### src/mbhd_pkg.sv
// Shared types and constants of the multichannel burst hit detector.
// Depends on nothing; the files that use it refer to it by scoped names.
package mbhd_pkg;

   localparam int LEVEL_WIDTH     = 15;
   localparam int ID_WIDTH        = 16;
   localparam int REPEAT_WIDTH    = 4;
   localparam int CFG_FIELD_WIDTH = 24;
   localparam int ADDR_WIDTH      = 5;
   localparam int DATA_WIDTH      = 32;

   localparam int CHANNELS_DEFAULT     = 15;
   localparam int DECODE_INDEX_DEFAULT = 7;
   localparam int COUNT_WIDTH_DEFAULT  = 24;

   localparam longint MIN_BURST_RESET   = 200;
   localparam longint HOLD_RESET        = 600000;
   localparam longint FLASH_ON_RESET    = 150000;
   localparam longint FLASH_OFF_RESET   = 150000;
   localparam longint DEDUP_RESET       = 1500000;
   localparam logic [REPEAT_WIDTH-1:0] FLASH_REPEATS_RESET = 4'd3;

   localparam logic [ID_WIDTH-1:0] SEQ_RESET = 16'hFFFF;

   typedef enum logic [2:0] {
      REG_MIN_BURST     = 3'd0,
      REG_HOLD          = 3'd1,
      REG_FLASH_ON      = 3'd2,
      REG_FLASH_OFF     = 3'd3,
      REG_FLASH_REPEATS = 3'd4,
      REG_DEDUP         = 3'd5
   } mbhd_reg_type;

   typedef struct packed {
      logic [LEVEL_WIDTH-1:0] levels;
      logic                   decode_activity;
      logic                   frame_valid;
      logic [ID_WIDTH-1:0]    player_id;
      logic [ID_WIDTH-1:0]    shot_seq;
   } mbhd_req_type;

   typedef struct packed {
      logic [LEVEL_WIDTH-1:0] hit_mask;
      logic                   flash_on;
      logic                   shot_accepted;
      logic                   mask_changed;
   } mbhd_rsp_type;

   typedef struct packed {
      logic flash_on;
      logic shot_accepted;
   } mbhd_shot_status_type;

endpackage

### src/mbhd_merge.sv
// Merges lane hits into the result, tracks mask changes and buffers results.
// Depends on mbhd_pkg for the result and status structs.
module mbhd_merge #(
   parameter int CHANNELS = 15
) (
   input  logic                           clock,
   input  logic                           reset,
   input  logic                           accept,
   input  logic [CHANNELS-1:0]            hits,
   input  mbhd_pkg::mbhd_shot_status_type status,
   input  logic                           rsp_ready,
   output logic                           rsp_valid,
   output mbhd_pkg::mbhd_rsp_type         rsp_data,
   output logic                           req_ready
);

   logic [mbhd_pkg::LEVEL_WIDTH-1:0] mask;
   logic [mbhd_pkg::LEVEL_WIDTH-1:0] prior_mask_ff;
   mbhd_pkg::mbhd_rsp_type           result;

   logic                   out_valid_ff, out_valid_in;
   mbhd_pkg::mbhd_rsp_type out_ff, out_in;
   logic                   skid_valid_ff, skid_valid_in;
   mbhd_pkg::mbhd_rsp_type skid_ff, skid_in;
   logic                   pop;

   // Channels past the output width are computed but never shown.
   for (genvar i = 0; i < mbhd_pkg::LEVEL_WIDTH; i++) begin : g_mask
      if (i < CHANNELS) begin : g_used
         assign mask[i] = hits[i];
      end else begin : g_unused
         assign mask[i] = 1'b0;
      end
   end

   always_comb begin
      result.hit_mask      = mask;
      result.flash_on      = status.flash_on;
      result.shot_accepted = status.shot_accepted;
      result.mask_changed  = (mask != prior_mask_ff);

      pop           = out_valid_ff && rsp_ready;
      out_valid_in  = out_valid_ff;
      out_in        = out_ff;
      skid_valid_in = skid_valid_ff;
      skid_in       = skid_ff;
      if (pop) begin
         if (skid_valid_ff) begin
            out_in        = skid_ff;
            skid_valid_in = 1'b0;
         end else begin
            out_valid_in = 1'b0;
         end
      end
      if (accept) begin
         if (!out_valid_ff || pop) begin
            out_in       = result;
            out_valid_in = 1'b1;
         end else begin
            skid_in       = result;
            skid_valid_in = 1'b1;
         end
      end
   end

   always_ff @(posedge clock) begin
      if (reset) begin
         out_valid_ff  <= 1'b0;
         skid_valid_ff <= 1'b0;
         prior_mask_ff <= '0;
      end else begin
         out_valid_ff  <= out_valid_in;
         skid_valid_ff <= skid_valid_in;
         if (accept) begin
            prior_mask_ff <= mask;
         end
      end
      out_ff  <= out_in;
      skid_ff <= skid_in;
   end

   assign rsp_valid = out_valid_ff;
   assign rsp_data  = out_ff;
   assign req_ready = !skid_valid_ff;

endmodule

### config.mk
export PLATFORM = sky130hd
export DESIGN_NAME = mbhd_merge
export DESIGN_NICKNAME = d
export VERILOG_FILES = /design/src/mbhd_pkg.sv /design/src/mbhd_merge.sv
export SDC_FILE = /design/constraint.sdc
export NUM_CORES = 1
export LEC_CHECK = 0
export BUFFER_PORTS_ARGS = -buffer_cell sky130_fd_sc_hd__clkbuf_2
export CAP_MARGIN = 40
export CORE_MARGIN = 2
export CORE_UTILIZATION = 45
export DETAILED_ROUTE_END_ITERATION = 10
export HOLD_SLACK_MARGIN = 0.15
export PLACE_DENSITY_LB_ADDON = 0.12
export REMOVE_ABC_BUFFERS = 1
export SLEW_MARGIN = 20
export SYNTH_ARGS = -nofsm -noshare
export SYNTH_HDL_FRONTEND = slang
export SYNTH_SLANG_ARGS = --single-unit
export TNS_END_PERCENT = 50
### constraint.sdc
create_clock -name clock -period 2.1 [get_ports clock]
set_input_delay 0.42 -clock clock [delete_from_list [all_inputs] [get_ports clock]]
set_output_delay 0.42 -clock clock [all_outputs]
set_load 0.02 [all_outputs]
* Word level (Yosys, flattened, before mapping)
Cells that the tools add are included.
** Word-level totals
- Bits in registers :: 53
- Logic and storage cells :: 29
- Output and inout port bits :: 20
** Cells by class
- Eq/ne operators :: 1
- Reductions and logical operators :: 5
- Mux-type cells :: 11
- Bitwise gates (word level) :: 1
** Operators by type and width (number)
- 18-bit two-way mux :: 4
- 15-bit != test :: 1
- 1-bit two-way mux :: 7
- 1-bit logical NOT :: 2
- 2-bit AND reduction :: 1
- 1-bit logical AND :: 1
- 1-bit logical OR :: 1
- 1-bit NOT :: 1

* Longest topological paths before layout
- Depth in word-level cells :: 4
- Gate-level depth with buffers :: 6
- Mapped depth without buffers :: 4

* Worst setup path after synthesis
Ideal clock, no wire load.
- Kind :: input-to-reg
- Start :: input port accept
- End :: register skid_ff[0] in the netlist's numbering (enable)
- Arrival time :: 1.247 ns
- Cell stages on the path :: 3
- Setup time :: 0.339 ns
- Path slack :: 0.514 ns
- Cells stage by stage :: buf_4 > buf_2 > and3_2
** On the way
- Cells in the longest elaborated chain, start to end :: 1
** Ends and longest elaborated chain
- start, declared :: line mbhd_merge.sv:8 : input logic accept,
- 2-bit AND reduction (no line)
- end signal, assigned :: line mbhd_merge.sv:79 : skid_ff <= skid_in;
- end, declared :: line mbhd_merge.sv:24 : mbhd_pkg::mbhd_rsp_type skid_ff, skid_in;
Every way passes these cells.
A chain may end at the register's enable or synchronous reset.

==> Implementation_results.wiki <==
{| class="wikitable"
! Metric !! Value
|-
| Outcome || complete, no violations
|-
| Wire length after detailed routing || 3630 um
|-
| Critical Path Start || rsp_valid$_SDFF_PP0_
|-
| Commonest cells after routing, fill and taps aside || clkbuf_2, dfxtp_1, mux2i_1, edfxtp_1, nand2_1
|-
| Nets || 239
|-
| Cell chosen for the clock root || clkbuf_8
|-
| Library cell contributing the largest single delay on the critical path || dfxtp_1
|-
| Worst R2R End || rsp_data[5]$_DFF_P_
|-
| Crit-path max FO || 10
|-
| Hold bufs inserted after CTS || 0
|-
| Static Leakage || between 1 and 1.5 nW
|-
| Buffers inserted during post-CTS setup optimization || 0
|-
| Worst setup path category || flip-flop to flip-flop
|-
| Die outline height || slightly above 70 um
|-
| Sequential cell area fraction in the yosys report || 0.596
|-
| Post-route design area || between 2000 and 2500 um2
|-
| Share of the synthesized area in the top cell type || 0.336
|-
| Cell count after synthesis || around 180
|-
| Data required, critical path || ~2.3 ns
|-
| WP depth || 4
|-
| Final sum of negative setup slack || 0 ns
|-
| Routed Antenna Nets || 0
|-
| CTS Buf Count || 5
|-
| Vias in the first global route || about 1,300
|-
| R2r worst-path depth || 4
|-
| Global-route usage over all layers || 0.150
|-
| Starting DRT DRC Count || 85
|-
| Cell Rows || 24
|-
| Area of the die || 5190 um2
|-
| Count of maximum capacitance violations || 0
|-
| Timing-limited maximum frequency || roughly 650 MHz
|-
| Highest metal layer with signal wires || met4
|-
| Max clock buf depth || 2
|-
| Worst Tran Pin Value || ~0.45 ns
|-
| Cell chain of the critical path || nand3_2 > buf_4 > mux2i_1 > o21ai_1
|-
| Element type at the critical path start || flip-flop
|-
| Worst-Skew Late Latency || around 0.30 ns
|-
| Top Family by Delay on Critical Path || flip-flops
|-
| Number of detailed-route iterations in the first pass || 4
|-
| Class of the tightest hold or removal check || primary input to flip-flop
|-
| Minimum setup slack among reg-to-reg paths || 0.56 ns
|-
| Arrival time at the worst endpoint || ~1.7 ns
|-
| Count of warnings emitted by yosys || 0
|-
| Remaining DRCs || 0
|-
| Clock H-tree levels || 2
|-
| Antenna diodes || 0
|-
| CP Capture Point || rsp_data[5]$_DFF_P_
|-
| Mapped Area || around 2100 um2
|-
| Kind of end point of the critical path || flip-flop
|-
| Starting density of the core || 0.472
|-
| RD Place Congestion || about 0.74
|-
| Metal1 wirelength || 1740 um
|-
| Buffers and inverters on the worst path || 1
|-
| Final Cycle Share || 0.732
|-
| Cell Area, Placed || around 2300 um2
|-
| Peak supply drop || about 0.44 mV
|-
| Origin of the critical flop-to-flop path || rsp_valid$_SDFF_PP0_
|-
| #FFs+latches synth || 53
|-
| Relative area change from synthesis to final layout || 16.3%
|-
| Post-synthesis area per instance || between 10 and 15 um2
|-
| P per Cell Area || between 800 and 900 nW/um2
|-
| Overflow after GRT || 0
|-
| Distinct cell type count after synthesis || 24
|-
| Vias per inst || 4.95
|-
| TritonCTS clock tree || yes
|-
| Final HPWL DP || 2620 um
|-
| Wire length of the first global-routing pass || approximately 6000 um
|-
| Detailed-routed wire length on met2 || around 1700 um
|-
| Largest area contributor in the synthesized netlist || dfxtp_1
|-
| Via count || approximately 1,300
|-
| Fraction of final layout cells with drive strength greater than 1 || 0.247
|-
| Total of buffers placed on input and output ports || 40
|-
| Worst-case headroom to the max-slew limit || 0.699
|-
| Wire per inst || 13.4 um
|-
| Number of clock sinks seen by CTS || 53
|-
| Cell types with the largest area share after synthesis || dfxtp_1, edfxtp_1, mux2i_1
|-
| Largest net degree at the start of global routing || 19
|-
| Number of I/O pins || 41
|-
| Most common cell after layout, fill and taps aside || clkbuf_2
|-
| Met3 wire len || 200 um
|-
| Final Hold Fails || 0
|-
| Core area || approximately 4400 um2
|-
| Clock period minus worst slack || 1.54 ns
|-
| Clock-pin slew of the registers on the worst-case setup and hold paths || roughly 0.10 ns
|-
| Initial antenna violation count || 0
|-
| Clock Skews || around 0.010 ns
|-
| Unrepaired setup endpoints after global routing || false
|-
| Stage delay of the slowest cell on the critical path || about 0.5 ns
|-
| Count of final max-slew check failures || 0
|-
| CTS-repair resized insts || 0
|-
| Setup-failing EPs final || 0
|-
| Overall die width || around 72 um
|}
metal layers:
| layer | vias up | track usage |
|---|---|---|
| met3 | 2 | 0.0500 |
| met2 | 35 | 0.239 |
| met1 | 611 | 0.195 |
| li1 | 694 | - |
| met5 | - | 0 |
| met4 | 0 | 0.0503 |
power by group:
part           total (mW)  internal [mW]  switching (mW)  leakage, nW
Combinational       0.281          0.111           0.170        0.659
Clock               0.684          0.358           0.326       0.0554
Sequential           1.17           1.13          0.0373        0.457
Total                2.13           1.60           0.533         1.17
state kept, by name, summed over array words and instances (netlist names):
signal / count
prior_mask_ff: 15
rsp_data: 18
rsp_valid: 1
skid_ff: 18
skid_valid_ff: 1
through the flow:
| step | util | hold WS [ns] | setup slack [ns] | std cells | power [mW] |
|---|---|---|---|---|---|
| after detailed placement | 0.524 | 0.502 | 0.546 | 263 | 1.48 |
| after global placement | 0.524 | 0.485 | 0.582 | 263 | 1.46 |
| after global routing | 0.549 | 0.288 | 0.365 | 271 | 2.22 |
| after CTS | 0.549 | 0.292 | 0.535 | 271 | 2.16 |
| final | 0.549 | 0.303 | 0.562 | 271 | 2.13 |
| after floorplan | - | 0.481 | 0.480 | 167 | 1.35 |
synth_stat cells:
library cell  count
buf_6             1
nand2_1          17
a211oi_1          1
nand3_2           1
and3_2            1
o21ai_0           6
a21o_1            1
clkbuf_1          2
mux2i_1          33
buf_2             3
nand4_1           1
buf_12            1
a21oi_4           1
buf_4             1
a21oi_1           2
clkbuf_2          1
dfxtp_1          35
nor4_1            3
nor2_1           16
nor3_1            1
xor2_1           15
o21ai_1          12
inv_1             3
edfxtp_1         18
layout make-up:
class,count,area [um2]
tap,52,65.1
clock inverter,2,38.8
multi-input combinational,111,764
timing repair buffer,44,230
fill,408,1990
sequential,53,1240
clock buffer,6,72.6
inverter,3,11.3
logic make-up (layout without fill, tap and decap cells):
group	count (synthesis)	count (layout)	share of synthesized area
DFF	53	53	0.596
and+or+nand+nor	40	40	0.0823
muxes	33	33	0.159
AOI/OAI and AO/OA	23	23	0.0631
xor gates and xnor gates	15	15	0.0631
buffers and inverters	12	55	0.0372
worst min-delay path by stage:
stage	start	to	slack (ns)	depth (start not counted)
finish	status[1]	skid_ff[2]$_DFFE_PP_	0.30	1
global route	status[1]	skid_ff[2]$_DFFE_PP_	0.29	1
CTS	status[1]	skid_ff[2]$_DFFE_PP_	0.29	1
detailed placement	skid_ff[14]$_DFFE_PP_	rsp_data[14]$_DFF_P_	0.50	2
global placement	skid_ff[11]$_DFFE_PP_	rsp_data[11]$_DFF_P_	0.49	2
floorplan	prior_mask_ff[0]$_SDFFE_PP0P_	prior_mask_ff[0]$_SDFFE_PP0P_	0.48	2
(Power assumes the default switching activity.)
