[src/mbhd_pkg.sv]
// Shared types and constants of the multichannel burst hit detector.
// Depends on nothing; the files that use it refer to it by scoped names.
package mbhd_pkg;

   localparam int LEVEL_WIDTH     = 15;
   localparam int ID_WIDTH        = 16;
   localparam int REPEAT_WIDTH    = 4;
   localparam int CFG_FIELD_WIDTH = 24;
   localparam int ADDR_WIDTH      = 5;
   localparam int DATA_WIDTH      = 32;

   localparam int CHANNELS_DEFAULT     = 15;
   localparam int DECODE_INDEX_DEFAULT = 7;
   localparam int COUNT_WIDTH_DEFAULT  = 24;

   localparam longint MIN_BURST_RESET   = 200;
   localparam longint HOLD_RESET        = 600000;
   localparam longint FLASH_ON_RESET    = 150000;
   localparam longint FLASH_OFF_RESET   = 150000;
   localparam longint DEDUP_RESET       = 1500000;
   localparam logic [REPEAT_WIDTH-1:0] FLASH_REPEATS_RESET = 4'd3;

   localparam logic [ID_WIDTH-1:0] SEQ_RESET = 16'hFFFF;

   typedef enum logic [2:0] {
      REG_MIN_BURST     = 3'd0,
      REG_HOLD          = 3'd1,
      REG_FLASH_ON      = 3'd2,
      REG_FLASH_OFF     = 3'd3,
      REG_FLASH_REPEATS = 3'd4,
      REG_DEDUP         = 3'd5
   } mbhd_reg_type;

   typedef struct packed {
      logic [LEVEL_WIDTH-1:0] levels;
      logic                   decode_activity;
      logic                   frame_valid;
      logic [ID_WIDTH-1:0]    player_id;
      logic [ID_WIDTH-1:0]    shot_seq;
   } mbhd_req_type;

   typedef struct packed {
      logic [LEVEL_WIDTH-1:0] hit_mask;
      logic                   flash_on;
      logic                   shot_accepted;
      logic                   mask_changed;
   } mbhd_rsp_type;

   typedef struct packed {
      logic flash_on;
      logic shot_accepted;
   } mbhd_shot_status_type;

endpackage

[src/mbhd_flash.sv]
// Shot deduplication window and the on/off flash sequencer.
// Depends on mbhd_pkg for identifier widths, reset values and the status struct.
module mbhd_flash #(
   parameter int COUNT_WIDTH = 24
) (
   input  logic                                 clock,
   input  logic                                 reset,
   input  logic                                 accept,
   input  logic                                 frame_valid,
   input  logic [mbhd_pkg::ID_WIDTH-1:0]        player_id,
   input  logic [mbhd_pkg::ID_WIDTH-1:0]        shot_seq,
   input  logic [COUNT_WIDTH-1:0]               on_ticks,
   input  logic [COUNT_WIDTH-1:0]               period,
   input  logic                                 flash_empty,
   input  logic [mbhd_pkg::REPEAT_WIDTH-1:0]    repeats,
   input  logic [COUNT_WIDTH-1:0]               dedup_ticks,
   output mbhd_pkg::mbhd_shot_status_type       status
);

   logic                              active_ff, active_in;
   logic [COUNT_WIDTH-1:0]            phase_ff, phase_in;
   logic [mbhd_pkg::REPEAT_WIDTH-1:0] done_ff, done_in;
   logic [mbhd_pkg::ID_WIDTH-1:0]     last_player_ff, last_player_in;
   logic [mbhd_pkg::ID_WIDTH-1:0]     last_shot_ff, last_shot_in;
   logic [COUNT_WIDTH-1:0]            since_ff, since_in;

   logic [COUNT_WIDTH-1:0]            since_inc;
   logic [COUNT_WIDTH-1:0]            phase_inc;
   logic [mbhd_pkg::REPEAT_WIDTH-1:0] done_inc;
   logic                              dup;
   logic                              accepted;

   always_comb begin
      since_inc = (since_ff == '1) ? since_ff : since_ff + COUNT_WIDTH'(1);
      phase_inc = (phase_ff == '1) ? phase_ff : phase_ff + COUNT_WIDTH'(1);
      done_inc  = done_ff + mbhd_pkg::REPEAT_WIDTH'(1);

      active_in = active_ff;
      phase_in  = phase_ff;
      done_in   = done_ff;

      // Advance a running flash by one tick.
      if (active_ff) begin
         if (flash_empty) begin
            active_in = 1'b0;
         end else if (phase_inc >= period) begin
            phase_in = '0;
            done_in  = done_inc;
            if (done_inc >= repeats || done_inc == '0) begin
               active_in = 1'b0;
            end
         end else begin
            phase_in = phase_inc;
         end
      end

      dup      = (player_id == last_player_ff) && (shot_seq == last_shot_ff) &&
                 (since_inc < dedup_ticks);
      accepted = frame_valid && !dup;

      last_player_in = last_player_ff;
      last_shot_in   = last_shot_ff;
      since_in       = since_inc;
      if (accepted) begin
         last_player_in = player_id;
         last_shot_in   = shot_seq;
         since_in       = '0;
         active_in      = 1'b1;
         phase_in       = '0;
         done_in        = '0;
      end

      // An empty sequence ends at once and never shows its on phase.
      if (flash_empty) begin
         active_in = 1'b0;
      end

      status.flash_on      = active_in && (phase_in < on_ticks);
      status.shot_accepted = accepted;
   end

   always_ff @(posedge clock) begin
      if (reset) begin
         active_ff      <= 1'b0;
         phase_ff       <= '0;
         done_ff        <= '0;
         last_player_ff <= mbhd_pkg::SEQ_RESET;
         last_shot_ff   <= mbhd_pkg::SEQ_RESET;
         since_ff       <= '0;
      end else if (accept) begin
         active_ff      <= active_in;
         phase_ff       <= phase_in;
         done_ff        <= done_in;
         last_player_ff <= last_player_in;
         last_shot_ff   <= last_shot_in;
         since_ff       <= since_in;
      end
   end

endmodule

[config.mk]
export PLATFORM = sky130hd
export DESIGN_NAME = mbhd_flash
export DESIGN_NICKNAME = d
export VERILOG_FILES = /design/src/mbhd_pkg.sv /design/src/mbhd_flash.sv
export SDC_FILE = /design/constraint.sdc
export NUM_CORES = 1
export LEC_CHECK = 0
export ABC_CLOCK_PERIOD_IN_PS = 10800
export BUFFER_PORTS_ARGS = -buffer_cell sky130_fd_sc_hd__clkbuf_2
export CAP_MARGIN = 25
export CORE_UTILIZATION = 60
export CTS_CLUSTER_SIZE = 10
export DETAILED_ROUTE_END_ITERATION = 10
export PLACE_DENSITY_LB_ADDON = 0.1
export SYNTH_ARGS = -nofsm -noshare
export SYNTH_HDL_FRONTEND = slang
export SYNTH_SLANG_ARGS = --single-unit
[constraint.sdc]
create_clock -name clock -period 10.8 [get_ports clock]
set_input_delay 1.62 -clock clock [delete_from_list [all_inputs] [get_ports clock]]
set_output_delay 1.62 -clock clock [all_outputs]
set_load 0.05 [all_outputs]
### Word level (Yosys, flattened, before mapping)

Index checks and enable logic that the tools add are counted.
Widths: inputs -> output; s select.

| operators by class | value |
|---|---|
| add/subtract/negate cells | 3 |
| multiply operators | 0 |
| div/mod/pow operators | 0 |
| order comparisons | 4 |
| equal/unequal tests | 5 |
| shift-type cells | 0 |
| multiplexer cells | 16 |
| bitwise gates (word level) | 0 |
| reductions and logical operators | 11 |

Operators by type and width:

| operator | count |
|---|---|
| $mux 24 | 7 |
| $add 24x1->24 const B | 2 |
| $eq 24x24->1 const B | 2 |
| $lt 24x24->1 | 2 |
| $eq 16x16->1 | 2 |
| $ge 24x24->1 | 1 |
| $mux 4 | 4 |
| $mux 1 | 5 |
| $add 4x1->4 const B | 1 |
| $ge 4x4->1 | 1 |
| $logic_and 1x1->1 | 4 |
| $logic_not 4->1 | 1 |
| $reduce_and 4->1 | 1 |
| $reduce_bool 2->1 | 2 |
| $ne 2x1->1 const B | 1 |
| $reduce_and 2->1 | 1 |
| $logic_not 1->1 | 1 |
| $logic_or 1x1->1 | 1 |

| word-level totals | value |
|---|---|
| register bits after elaboration | 85 |
| bits in latches | 0 |
| RAM bits | 0 |
| bits in read-only memories | 0 |
| input port bits | 113 |
| output and inout port bits | 2 |
| word-level logic and storage cells | 45 |
| memories kept | 0 |

### Depth between registers and ports, before layout

| logic depth | value |
|---|---|
| depth in word-level cells | 9 |
| mapped depth | 29 |
| mapped depth without buffers | 25 |

### Least setup slack after synthesis

No wires, ideal clock.

| path | value |
|---|---|
| path type | reg2out |
| from | register since_ff[21] |
| to | output port status[1] (netlist bit) |
| data arrival time | 5895 ps |
| data required time | 9180 ps |
| slack | 3285 ps |
| stages on the path, launching flop included | 29 |
| path buffers | 3 |
| cells stage by stage | dfxtp_1 > and3_1 > and3_1 > clkbuf_1 > a21o_1 > or3_1 > nor2_1 > and3_1 > xor2_1 > ha_1 > nand4_1 > nor4_1 > nand2_1 > o211ai_1 > o41ai_1 > and2_4 > inv_2 > buf_2 > buf_2 > nor2_1 > ha_1 > a21o_1 > a21o_1 > a21o_1 > a21o_1 > a21oi_1 > o21ai_0 > a211o_1 > a21oi_1 |

RTL lines:

| element | RTL line | source |
|---|---|---|
| start, declared | mbhd_flash.sv:25 | `logic [COUNT_WIDTH-1:0] since_ff, since_in;` |
| start signal, assigned | mbhd_flash.sv:96 | `since_ff <= since_in;` |
| end, declared | mbhd_flash.sv:17 | `output mbhd_pkg::mbhd_shot_status_type status` |

==> qor.csv <==
stage,metric,value,unit
final_layout,area of the multi-input gates,4760,um^2
yosys,largest area contributor in the netlist,dfxtp_1,
global_routing,largest net degree at the start of global routing,49,
detailed_routing,Vias per Instance,5.86,
detailed_routing,Final ANT Viol Nets,0,
power,Max VDD drop,0.0981,mV
yosys,post-synthesis mux area share,5.22,%
detailed_routing,wl on met1,7.44,mm
yosys,Synth Area in Adders,13.8,%
critical_path,r2r setup slk,5.49,ns
yosys,Yosys top cell area share,24.3,%
timing,min Tclk post-route,8.69,ns
timing,final period utilization,80.5,%
clock_tree,clock buffer depth,2,
detailed_routing,mean routed wirelength per cell,15.1,um
flow_run,MaxCap Viol Count,0,
clock_tree,clock sinks,85,
clock_tree,CTS tree,built,
placed_design,total placed instance area,7620,um^2
timing,Worst Skew,0.00867,ns
timing,setup violators final,0,
final_layout,Final nets,1188,
critical_path,reg2reg path depth,17,
min_path,Hold Crit Class,register to register,
yosys,Synth Instances,910,
detailed_routing,DR WL met3,1.18,mm
yosys,syn_nets,1100,
timing,Post-Route Setup TNS,0,ns
global_routing,first-pass GRT wire length,27.8,mm
timing,Slew @ Worst Pin,1.03,ns
critical_path,Worst setup startpoint,since_ff[4],
floorplanning,Die X,110,um
yosys,Post-Syn Area,7000,um^2
detailed_routing,drt first-iter violations,398,
final_layout,final core occ,69.4,%
clock_tree,hold buffers post-CTS,0,
min_path,hold_sp,last_player_ff[1],
yosys,Post-Synth Simple-Gate Area,22.7,%
critical_path,CP required,9.18,ns
floorplanning,CORE AREA,11400,um^2
placed_design,# port buffers,114,
power,Total Power,0.734,mW
yosys,Post-Synth XOR/XNOR Area,9.25,%
floorplanning,row count,39,
final_layout,Antenna Cells,0,
final_layout,Layout Area Growth over Synthesis,13.2,%
outcome,status,completed,
yosys,syn avg cell area,7.70,um^2
clock_tree,cell chosen for the clock root,clkbuf_16,
placed_design,GPL Wtd Cong,0.981,
min_path,WHS Path Cells,2,
final_layout,Sequential Area,1700,um^2
timing,final hold vios,0,
placed_design,dpl hpwl,13.0,mm
yosys,asr flop ratio synth,0,%
timing,Fmax,0.115,GHz
critical_path,kind of end point of the critical path,primary output,
clock_tree,# resized after CTS,0,
clock_tree,Post CTS Setup Buffer Count,0,
critical_path,CP arrival,7.07,ns
timing,unrepaired setup endpoints after global routing,no,
clock_tree,clk slew on worst S/H paths,0.07,ns
detailed_routing,DRC viols,0,
yosys,"Top FF cell, synth",dfxtp_1,
floorplanning,full die area,12100,um^2
timing,slew margin rel.,31.3,%
timing,fin. max-slew vios,0,
yosys,synthesized flop and latch total,85,
yosys,sequential fraction of the synthesis area,24.3,%
critical_path,R2R Path End,since_ff[3],
floorplanning,Initial Util,61.3,%
yosys,Post-synth top cells,"nand2_1, inv_1, dfxtp_1",
detailed_routing,met2 WL post-DR,8.30,mm
detailed_routing,top sig layer,met4,
yosys,distinct cell type count after synthesis,56,
yosys,synth top area cells,"dfxtp_1, ha_1, nand2_1, xnor2_1, inv_1",
final_layout,post-route design area,7930,um^2
power,leakage power total,3.63,nW
global_routing,number of global-route vias before repair,6040,
floorplanning,IO Count,115,
global_routing,initial antenna violation count,0,
global_routing,Tot GR Track Use,29.4,%
power,total power divided by cell area,92.6,nW/um^2
yosys,main combinational cell family by area after synthesis,simple AND/OR/NAND/NOR gates,
min_path,Worst Hold Endpoint,last_player_ff[1],
yosys,synth warn,0,
clock_tree,H-tree depth,3,
clock_tree,CTS Buf Count,9,
yosys,Compound-Gate Fraction of Synth Area,17.0,%
detailed_routing,via count,6715,
yosys,top-count cell post-synth,nand2_1,
critical_path,peak fanout along the critical path,46,
detailed_routing,DR pass1 iterations,6,
detailed_routing,WL final,17.4,mm
global_routing,total grt overflow,0,
final_layout,share of post-route cells with drive strength above 1,15.5,%
yosys,Post-synth EDFFs,0,
critical_path,Setup CP Type,register to primary output,
critical_path,CP Launch Type,register,
floorplanning,Die H,110,um
clock_tree,Worst-Skew Late Latency,0.34,ns
final_layout,Filler Cell Count,1011,
critical_path,reg2reg start,since_ff[4],
-- critical path, cell delays in order (launching register included) --
cell and delay (ns):
dfxtp_1 0.45, and4_1 0.31, nand4_1 0.15, a21o_1 0.25
or3_1 0.40, nor2_1 0.26, and3_1 0.25, xor2_1 0.20
ha_1 0.26, nand4_1 0.17, nor4_1 0.09, nand2_1 0.11
o211ai_1 0.11, o41ai_1 0.67, and2_4 0.44, inv_2 0.37
nor2_1 0.23, ha_1 0.27, a21o_1 0.18, a21o_1 0.17
a21o_1 0.17, a21o_1 0.18, a21oi_1 0.13, o21ai_0 0.10
a211o_1 0.27, a21oi_1 0.19, clkbuf_2 0.32
-- worst max path at each step --
stage / to / slack, ns / cells after the start
after global placement: status[1] / 2.75 / 26
final: status[1] / 2.11 / 26
after detailed placement: status[1] / 2.61 / 26
after floorplan: status[1] / 3.28 / 28
after global routing: status[1] / 1.72 / 26
after CTS: status[1] / 2.20 / 26
-- state kept, by name, summed over array words and instances, names as in the netlist --
| register | cells |
|---|---|
| since_ff | 24 |
| last_shot_ff | 16 |
| last_player_ff | 16 |
| done_ff | 4 |
| active_ff | 1 |
| phase_ff | 24 |
-- logic make-up after synthesis --
group                      after synthesis
DFF                                     85
xor gates and xnor gates                74
adders and majority gates               77
muxes                                   36
AOI/OAI and AO/OA                      181
and+or+nand+nor                        318
buffers and inverters                  139
-- metrics by stage --
stage	setup WS (ns)	std cells	hold slack, ns
floorplan	3.28	910	0.462
global placement	2.75	1130	0.474
detailed placement	2.61	1130	0.482
CTS	2.20	1146	0.498
global route	1.72	1146	0.518
finish	2.11	1146	0.497
-- cells in the final DEF (no fill, tap or decap), types with 27 or more instances in the layout --
cell type  Yosys  layout
clkbuf_2       0     114
nand2_1      111     111
inv_1         93      93
dfxtp_1       85      85
ha_1          77      77
a21oi_1       54      54
nor2_1        48      48
xnor2_1       45      45
nand3_1       42      42
o21ai_0       40      40
mux2i_1       32      32
xor2_1        29      29
nand4_1       27      27
-- report_power, final --
part / internal (mW) / switching [mW] / total, mW / leakage [nW]
Combinational: 0.0424 / 0.0551 / 0.0975 / 2.80
Clock: 0.165 / 0.148 / 0.312 / 0.149
Sequential: 0.320 / 0.00453 / 0.324 / 0.690
-- area by class of cell --
cell class | instances | area share (%)
clock buffer | 9 | 2.84
clock inverter | 7 | 0.963
inverter | 95 | 4.50
multi-input combinational | 686 | 60.1
sequential | 85 | 21.5
tap | 143 | 2.26
timing repair buffer | 121 | 7.86
-- metal layers --
| metal | track usage [%] | vias up |
|---|---|---|
| met5 | 0 | - |
| met4 | 11.5 | 0 |
| met3 | 4.64 | 38 |
| met2 | 50.1 | 275 |
| met1 | 37.0 | 3011 |
| li1 | - | 3391 |
(Power assumes the default switching activity.)
