===== config.mk =====
export PLATFORM = sky130hd
export DESIGN_NAME = mbhd_lane
export DESIGN_NICKNAME = d
export VERILOG_FILES = /design/src/mbhd_lane.sv
export SDC_FILE = /design/constraint.sdc
export NUM_CORES = 1
export LEC_CHECK = 0
export BUFFER_PORTS_ARGS = -buffer_cell sky130_fd_sc_hd__buf_2
export CORE_ASPECT_RATIO = 1.5
export CORE_MARGIN = 3
export CORE_UTILIZATION = 39
export DETAILED_ROUTE_END_ITERATION = 10
export HOLD_SLACK_MARGIN = 0.12
export SETUP_SLACK_MARGIN = 0.02
export SYNTH_ARGS = -nofsm -noshare
export SYNTH_HDL_FRONTEND = slang
export SYNTH_SLANG_ARGS = --single-unit

===== constraint.sdc =====
create_clock -name clock -period 12.45 [get_ports clock]
set_input_delay 0.6225 -clock clock [delete_from_list [all_inputs] [get_ports clock]]
set_output_delay 0.6225 -clock clock [all_outputs]
set_load 0.03 [all_outputs]

===== src/mbhd_lane.sv =====
// One receiver channel: low burst counter, hit hold counter and level history.
// Depends on mbhd_pkg only through the top level; no package items used here.
module mbhd_lane #(
   parameter int COUNT_WIDTH = 24,
   parameter bit IS_DECODE   = 1'b0
) (
   input  logic                   clock,
   input  logic                   reset,
   input  logic                   accept,
   input  logic                   level,
   input  logic                   activity,
   input  logic [COUNT_WIDTH-1:0] min_burst,
   input  logic [COUNT_WIDTH-1:0] hold_ticks,
   output logic                   hit
);

   logic [COUNT_WIDTH-1:0] low_run_ff, low_run_in;
   logic [COUNT_WIDTH-1:0] hold_ff, hold_in;
   logic                   prior_ff, prior_in;
   logic [COUNT_WIDTH-1:0] run_inc;

   always_comb begin
      run_inc    = (low_run_ff == '1) ? low_run_ff : low_run_ff + COUNT_WIDTH'(1);
      low_run_in = low_run_ff;
      prior_in   = prior_ff;
      hold_in    = (hold_ff != '0) ? hold_ff - COUNT_WIDTH'(1) : hold_ff;
      if (IS_DECODE) begin
         // The decode channel is qualified by the activity pulse alone.
         if (activity) begin
            hold_in = hold_ticks;
         end
      end else begin
         prior_in = level;
         if (!level) begin
            low_run_in = prior_ff ? '0 : run_inc;
            if (low_run_in >= min_burst) begin
               hold_in = hold_ticks;
            end
         end else if (!prior_ff) begin
            // Rising edge ends the burst; its length includes this tick.
            if (run_inc >= min_burst) begin
               hold_in = hold_ticks;
            end
         end
      end
      hit = (hold_in != '0);
   end

   always_ff @(posedge clock) begin
      if (reset) begin
         low_run_ff <= '0;
         hold_ff    <= '0;
         prior_ff   <= 1'b1;
      end else if (accept) begin
         low_run_ff <= low_run_in;
         hold_ff    <= hold_in;
         prior_ff   <= prior_in;
      end
   end

endmodule


### Yosys cells after proc, flatten, opt, wreduce, memory -nomap -nowiden

Cells that the tools add are included.

| word-level totals | value |
|---|---|
| register bits | 49 |
| input port bits | 53 |
| output and inout port bits | 1 |
| word-level logic and storage cells | 19 |

| operators by class | value |
|---|---|
| add/sub/neg operators | 2 |
| $lt $le $gt $ge | 2 |
| equal/unequal tests | 1 |
| multiplexer cells | 7 |
| bitwise logic cells | 1 |
| reduce and logical (&&, ||, !) cells | 3 |

Operator list:

| operator | number |
|---|---|
| $mux W24 | 7 |
| $ge A24 B24 Y1 | 2 |
| $reduce_bool A24 Y1 | 2 |
| $add A24 B1 Y24 const B | 1 |
| $eq A24 B24 Y1 const B | 1 |
| $sub A24 B1 Y24 const B | 1 |
| $reduce_and A2 Y1 | 1 |
| $not A1 Y1 | 1 |

### Depth between registers and ports, before layout

Gate-level depths: netlist of run 1.

| logic depth | value |
|---|---|
| depth after elaboration | 7 |
| gate-level depth with buffers | 21 |

### Worst setup path before layout of run 1

Ideal clock, no wire load.

| timing | value |
|---|---|
| kind | register to output |
| start point | register low_run_ff[7] |
| end point | output port hit |
| arrival time | 4.586 ns |
| slack | 7.242 ns |
| stages on the path, launching flop included | 18 |
| path buffers | 3 |
| cell sequence | dfxtp_1 buf_2 and4_1 nand4_1 nor4_2 xor2_1 or2_2 ha_1 or3b_1 o2111ai_1 a211oi_1 o41a_1 o31a_1 buf_6 nor2_2 buf_4 nor3_1 a41oi_1 |

| on the way | value |
|---|---|
| cells in the longest elaborated chain, start to end | 7 |
| elaborated cells between the ends (all ways) | 11 |

RTL lines:

| element | RTL line | RTL |
|---|---|---|
| from (decl) | 17 | `logic [COUNT_WIDTH-1:0] low_run_ff, low_run_in;` |
| from (signal assigned) | 55 | `low_run_ff <= low_run_in;` |
| $add A24 B1 Y24 / $eq A24 B24 Y1 (equally long branches) | 23 | `run_inc = (low_run_ff == '1) ? low_run_ff : low_run_ff + COUNT_WIDTH'(1);` |
| $mux W24 * | 23 |  |
| $mux W24 / $ge A24 B24 Y1 (equally long branches) | 35, 41 |  |
| $ge A24 B24 Y1 / $mux W24 (equally long branches) | 36, 41 |  |
| $mux W24 (on tied branches) | 36, 39 |  |
| $mux W24 * | 34 | `if (!level) begin` |
| $reduce_bool A24 Y1 * | 46 | `hit = (hold_in != '0);` |
| to (decl) | 14 | `output logic hit` |

Every way passes the cells marked *; elsewhere a longest branch is shown, timed or not.

### Worst setup path after layout of run 1

| timing | value |
|---|---|
| start point | register low_run_ff[6] |
| end point | output port hit |

The elaborated chain is that of the path after synthesis.

==> results of run 1 <==
-- worst max-delay path by stage --
stage               end                         from  slack (ns)
floorplan           hit   low_run_ff[7]$_SDFFE_PP0P_        7.24
global placement    hit   low_run_ff[6]$_SDFFE_PP0P_        6.70
detailed placement  hit   low_run_ff[6]$_SDFFE_PP0P_        6.60
CTS                 hit   low_run_ff[6]$_SDFFE_PP0P_        6.25
global route        hit  low_run_ff[18]$_SDFFE_PP0P_        5.90
finish              hit   low_run_ff[6]$_SDFFE_PP0P_        6.33
-- kinds of logic after synthesis --
group           synth area share [%]
flops                           20.2
buf+inv                         6.16
simple gates                    32.1
compound gates                  20.6
fa+ha+maj                       13.3
xor+xnor                        4.69
mux                             2.99
-- final cells by class --
| class | instances | area (µm²) |
|---|---|---|
| inverter | 33 | 124 |
| multi-input combinational | 539 | 3580 |
| tap | 153 | 191 |
| timing repair buffer | 59 | 313 |
| sequential | 49 | 981 |
| fill | 1250 | 6740 |
| clock buffer | 5 | 125 |
| clock inverter | 3 | 28.8 |
-- per-stage QoR --
step	total power [mW]	util, %	instances
2_1_floorplan	0.321	-	662
3_3_place_gp	0.364	43.0	833
3_5_place_dp	0.368	43.0	833
4_1_cts	0.514	44.2	841
5_1_grt	0.546	44.2	841
6_report	0.512	44.2	841
-- placed cells by master (no fill, tap or decap), types with 6 or more instances in the layout --
master	n
nor3_1	27
and3_1	7
nor4_1	20
xor2_1	13
o21ai_0	36
or3_1	7
nor2_1	64
buf_2	52
dfxtp_1	49
a32o_1	6
nand2_1	51
inv_1	32
buf_4	7
a211oi_1	8
o31ai_1	9
or4_1	6
and2_1	6
a21oi_1	36
xnor2_1	13
ha_1	51
a31oi_1	8
mux2i_1	10
nand4_1	23
nor2b_1	23
nand3_1	33
-- sequential cells by signal, summed over array words and instances (netlist names) --
name	count
hold_ff	24
prior_ff	1
low_run_ff	24
-- cells in the mapped netlist (3+ instances only) --
cell	n
ha_1	51
or2_2	5
nand2_1	51
o22ai_1	3
mux2_2	4
nor2_1	64
mux2i_1	10
a21o_1	5
and2_1	6
and4_1	5
a31oi_1	8
nor4_1	20
o311ai_0	4
nand4_1	23
or4_1	6
xor2_1	13
o21ai_0	36
o2111ai_1	3
o31ai_1	9
nand3_1	33
buf_2	8
a21oi_1	36
dfxtp_1	49
clkbuf_1	30
and3_1	7
or3_1	7
a2bb2oi_1	3
nor2b_1	23
nor3_1	27
a32o_1	6
a211oi_1	8
nand2b_1	4
inv_1	32
xnor2_1	13
o32ai_1	4
-- worst max-delay path, delay by kind of cell (launching register included) --
kind / cells / cell delay (ns)
AOI/OAI and AO/OA: 4 / 1.63
and+or+nand+nor: 9 / 2.07
adders and majority gates: 1 / 0.33
DFF: 1 / 0.53
buffers and inverters: 2 / 0.46
xor gates and xnor gates: 1 / 0.16
-- routing by layer --
metal / vias up / global-route usage, %
met2: 147 / 37.8
met3: 23 / 1.86
met1: 2344 / 22.4
li1: 2513 / -
met4: 0 / 6.29
met5: - / 0
-- power breakdown --
group / internal [mW] / total, mW / switching, mW
clock network: 0.0771 / 0.144 / 0.0672
registers: 0.169 / 0.190 / 0.0204
logic: 0.0694 / 0.178 / 0.108
==> flow_metrics.env, run 1 <==
export IMPL_status="finished, final reports clean"
export IMPL_regToRegStartpoint="low_run_ff[6]$_SDFFE_PP0P_"
export IMPL_hold_violations=0
export IMPL_final_nets=791
export IMPL_path_clk_slew_ns=0.08
export IMPL_antenna_found_initial=0
export IMPL_path_cells="and4_1, nand4_1, o311ai_0, nor2_1, and3_1, xor2_1, nor2b_1, ha_1, nand4_1, nor4_1, o41a_1, o31a_1, nor2_2, buf_4, nor3_1, a41oi_1, buf_2"
export IMPL_pin_count=54
export IMPL_cp_end_kind="primary output"
export IMPL_synthFlopType="dfxtp_1"
export IMPL_timing_rr_end="hold_ff[8]$_SDFFE_PP0P_"
export IMPL_setup_viol=0
export IMPL_syn_to_final_growth_pct=9.94
export IMPL_ys_async_sr_fraction_pct=0
export IMPL_fin_area_mm2=0.00534
export IMPL_grt_pass1_vias=4791
export IMPL_avgViaCountPerCell=5.98
export IMPL_post_cts_buffers=0
export IMPL_portBuffers=52
export IMPL_diodes=0
export IMPL_holdPathStages=2
export IMPL_yosysTopAreaCell="dfxtp_1"
export IMPL_clock_fmax_mhz=163
export IMPL_hp_start="low_run_ff[1]$_SDFFE_PP0P_"
export IMPL_netlist_area_mm2=0.00486
export IMPL_crit_fanout=25
export IMPL_die_h_um=143
export IMPL_cts_buffers=5
export IMPL_rsz0062_at_grt="false"
export IMPL_ys_warn_count=0
export IMPL_wl_met3_um=671
export IMPL_drt_initial_drc_count=244
export IMPL_whs_endpoint="low_run_ff[1]$_SDFFE_PP0P_"
export IMPL_place_area_mm2=0.00519
export IMPL_leakagePower_nw=2.30
export IMPL_path_class="flip-flop to primary output"
export IMPL_ys_seq_area_share_pct=20.2
export IMPL_antenna_left=0
export IMPL_worstPathArrival_ns=5.50
export IMPL_cp_start_kind="flip-flop"
export IMPL_top_signal_layer_used="met4"
export IMPL_met2_length_um=7030
export IMPL_cp_data_required_time_ns=11.83
export IMPL_synth_edf_count=0
export IMPL_coreArea_mm2=0.0121
export IMPL_crit_top_cell="nand4_1"
export IMPL_cts_hold_buf=0
export IMPL_crit_path_max_incr_delay_ns=0.87
export IMPL_drc=0
export IMPL_wl_per_cell_um=16.2
export IMPL_setup_ws_ns=6.33
export IMPL_overflow=0
export IMPL_finalHoldWorstSlack_ns=0.516
export IMPL_drt_met1_wl_um=5590
export IMPL_pre_cts_ws_ns=6.60
export IMPL_tns_ns=0
export IMPL_slew_headroom_pct=36.7
export IMPL_synth_top_cell_area_share_pct=20.2
export IMPL_syn_num_nets=766
export IMPL_synth_cell_types=69
export IMPL_grt_pass1_wl_um=22700
export IMPL_row_count=49
export IMPL_grt_total_usage_pct=19.5
export IMPL_tightest_slew_ns=0.937
export IMPL_crit_slowest_cell="o311ai_0"
export IMPL_drive_above_1_share_pct=12.1
export IMPL_hpwl_um=10400
export IMPL_hold_class="flip-flop to flip-flop"
export IMPL_vias=5027
export IMPL_fin_crit_sh_pct=49.1
export IMPL_post_cts_resized=0
export IMPL_drt_first_pass_iters=5
export IMPL_cts_tree="yes"
export IMPL_max_clock_path_buffers=2
export IMPL_syn_inst=662
export IMPL_drt_wl_total_um=13600
export IMPL_root_buffer="clkbuf_16"
export IMPL_reg2reg_depth=16
export IMPL_dieArea_mm2=0.0139
export IMPL_clk_latency_ns=0.30
export IMPL_htree_num_levels=2
export IMPL_initial_core_util_pct=40.2
export IMPL_grt_start_max_net_pins=45
export IMPL_gp_congestion=0.895
export IMPL_clock_sinks=49
export IMPL_finClkSkew_ns=0.00808
export IMPL_r2r_setup_slack_ns=6.96
export IMPL_die_w_um=97.1
export IMPL_yosys_top_cells_area="dfxtp_1 20%, ha_1 13%, nor2_1 4.9%"
export IMPL_maxSlewViolCount=0
export IMPL_ir_worst_vdd_mv=0.0781
export IMPL_ys_seq_elements=49
export IMPL_period_needed_ns=6.12
export IMPL_powerDensity_mw_per_mm2=95.8
export IMPL_avgSynthCellArea_um2=7.34
export IMPL_drv_cap=0
No activity file was read; power rests on OpenSTA's default activity.
==> run 2: changes to the inputs <==
clock period = 5.8 ns   (was 12.45 ns; I/O delays follow)
==> run 2 against run 1 <==
Compared with the run above: final cell count up 0.95%; routed wire length up 2.2%; combinational power up 120%; register-to-register slack worse by 6.3 ns; worst hold slack worse by 0.23 ns; sequential cell count unchanged; core utilization up 0.69 points; cell area up 1.6%; die area unchanged; global-route usage up 0.50 points; non-clock buffer count up 8; clock skew down 0.00070 ns; critical path type unchanged; largest cell class unchanged.
==> flow_metrics.env, run 2 (synthesis gave the netlist of run 1 again) <==
export IMPL_status="finished, final reports clean"
export IMPL_regToRegStartpoint="low_run_ff[7]$_SDFFE_PP0P_"
export IMPL_grt_pass1_vias=4882
export IMPL_portBuffers=52
export IMPL_diodes=0
export IMPL_root_buffer="clkbuf_16"
export IMPL_fillers=1201
export IMPL_crit_slowest_cell="dfxtp_1"
export IMPL_wl_per_cell_um=16.4
export IMPL_pin_count=54
export IMPL_setup_viol=0
export IMPL_coreArea_mm2=0.0121
export IMPL_fin_crit_sh_pct=91.2
export IMPL_p_int_mw=0.731
export IMPL_drv_cap=0
export IMPL_clk_latency_ns=0.29
export IMPL_clock_fmax_mhz=189
export IMPL_die_w_um=97.1
export IMPL_antenna_found_initial=0
export IMPL_rsz0062_at_grt="false"
export IMPL_hold_violations=0
export IMPL_dieArea_mm2=0.0139
export IMPL_layout_commonest_cell="nor2_1"
export IMPL_grt_start_max_net_pins=39
export IMPL_cts_buffers=5
export IMPL_seqPwrFrac_pct=35.6
export IMPL_reg_largest_list="hold_ff (24), low_run_ff (24), prior_ff (1)"
export IMPL_drt_first_pass_iters=5
export IMPL_final_nets=799
export IMPL_finClkSkew_ns=0.00738
export IMPL_postLayoutCoreUtil_pct=44.9
export IMPL_crit_fanout=10
export IMPL_grt_pass1_wl_um=23300
export IMPL_cp_data_required_time_ns=5.51
export IMPL_p_clk_share_pct=30.9
export IMPL_path_cells="and4_1, nand4_1, nor4_2, buf_4, xor2_1, or2_2, ha_1, or3b_1, o2111ai_1, a211oi_1, o41a_1, o31a_1, nor2_4, buf_4, a41oi_1, buf_2"
export IMPL_slew_headroom_pct=49.3
export IMPL_antenna_left=0
export IMPL_tns_ns=0
export IMPL_power_switching_mw=0.416
export IMPL_overflow=0
export IMPL_htree_num_levels=2
export IMPL_worstPathArrival_ns=5.00
export IMPL_row_count=49
export IMPL_final_cell_mix="64 x nor2_1, 52 x buf_2, 51 x nand2_1, 51 x ha_1, 49 x dfxtp_1"
export IMPL_maxSlewViolCount=0
export IMPL_hp_start="hold_ticks[11]"
export IMPL_cp_end_kind="primary output"
export IMPL_cp_start_kind="flip-flop"
export IMPL_startpoint="low_run_ff[7]$_SDFFE_PP0P_"
export IMPL_p_sw_share_pct=36.3
export IMPL_combPwrFrac_pct=33.5
export IMPL_path_class="flip-flop to primary output"
export IMPL_initial_core_util_pct=40.2
export IMPL_hpwl_um=10600
export IMPL_drt_initial_drc_count=200
export IMPL_tightest_slew_ns=0.759
export IMPL_max_clock_path_buffers=2
export IMPL_ir_worst_vdd_mv=0.152
export IMPL_syn_to_final_growth_pct=11.7
export IMPL_path_clk_slew_ns=0.07
export IMPL_die_h_um=143
export IMPL_cts_hold_buf=0
export IMPL_avgViaCountPerCell=5.91
export IMPL_crit_top_cell="buf_4"
export IMPL_cts_tree="yes"
export IMPL_gp_congestion=0.882
export IMPL_hold_class="input port to flip-flop"
export IMPL_period_needed_ns=5.29
export IMPL_drt_wl_total_um=13900
export IMPL_crit_path_max_incr_delay_ns=0.49
export IMPL_drive_above_1_share_pct=12.9
export IMPL_grt_total_usage_pct=20.0
export IMPL_leakagePower_nw=2.35
export IMPL_vias=5015
export IMPL_drc=0
export IMPL_powerDensity_mw_per_mm2=211
export IMPL_clock_sinks=49
-- run 2: power groups by stage --
stage               Combinational, mW  Clock [mW]  Sequential, mW
floorplan                       0.297           0           0.392
global placement                0.374           0           0.413
detailed placement              0.378           0           0.415
CTS                             0.380       0.361           0.407
global route                    0.429       0.374           0.415
finish                          0.384       0.354           0.409
-- run 2: worst paths after layout --
check | endpoint | depth (start not counted) | slack [ns]
setup / recovery | hit | 16 | 0.51
hold / removal | hold_ff[11]$_SDFFE_PP0P_ | 3 | 0.29
setup reg to reg | hold_ff[23]$_SDFFE_PP0P_ | 16 | 0.62
hold reg to reg | low_run_ff[5]$_SDFFE_PP0P_ | 1 | 0.51
-- run 2: stage by stage --
stage	std cells	area [µm²]	hold slack, ns	total power [mW]	worst slack (ns)
after floorplan	662	4860	0.455	0.690	0.924
after global placement	841	5250	0.488	0.787	0.719
after detailed placement	841	5250	0.497	0.793	0.642
after CTS	849	5420	0.274	1.15	0.361
after global routing	849	5430	0.300	1.22	0.141
final	849	5430	0.287	1.15	0.511
-- run 2: routing by layer --
layer | global-route usage (%) | wire length (µm) | vias up
met4 | 6.58 | 317 | 0
met3 | 2.15 | 545 | 26
met2 | 38.9 | 7360 | 132
met1 | 22.6 | 5670 | 2329
li1 | - | - | 2528
met5 | 0 | 0 | -
-- run 2: worst max-delay path, delay by kind of cell, from the launching register on --
family	cells	cell delay, ns
AOI/OAI and AO/OA	5	1.26
xor gates and xnor gates	1	0.10
adders and majority gates	1	0.27
buffers and inverters	3	0.63
DFF	1	0.49
and+or+nand+nor	6	1.94
-- run 2: timing repair --
action                                  in CTS  in global routing
endpoints found under the setup margin       0                  1
gates resized for setup                      0                  2
buffers inserted                             0                  0
-- run 2: final cells by class --
class	count	area (µm²)	area share, %
timing repair buffer	67	373	6.87
tap	153	191	3.53
clock inverter	1	30.0	0.554
inverter	33	124	2.28
multi-input combinational	539	3580	66.1
sequential	49	981	18.1
clock buffer	7	143	2.63
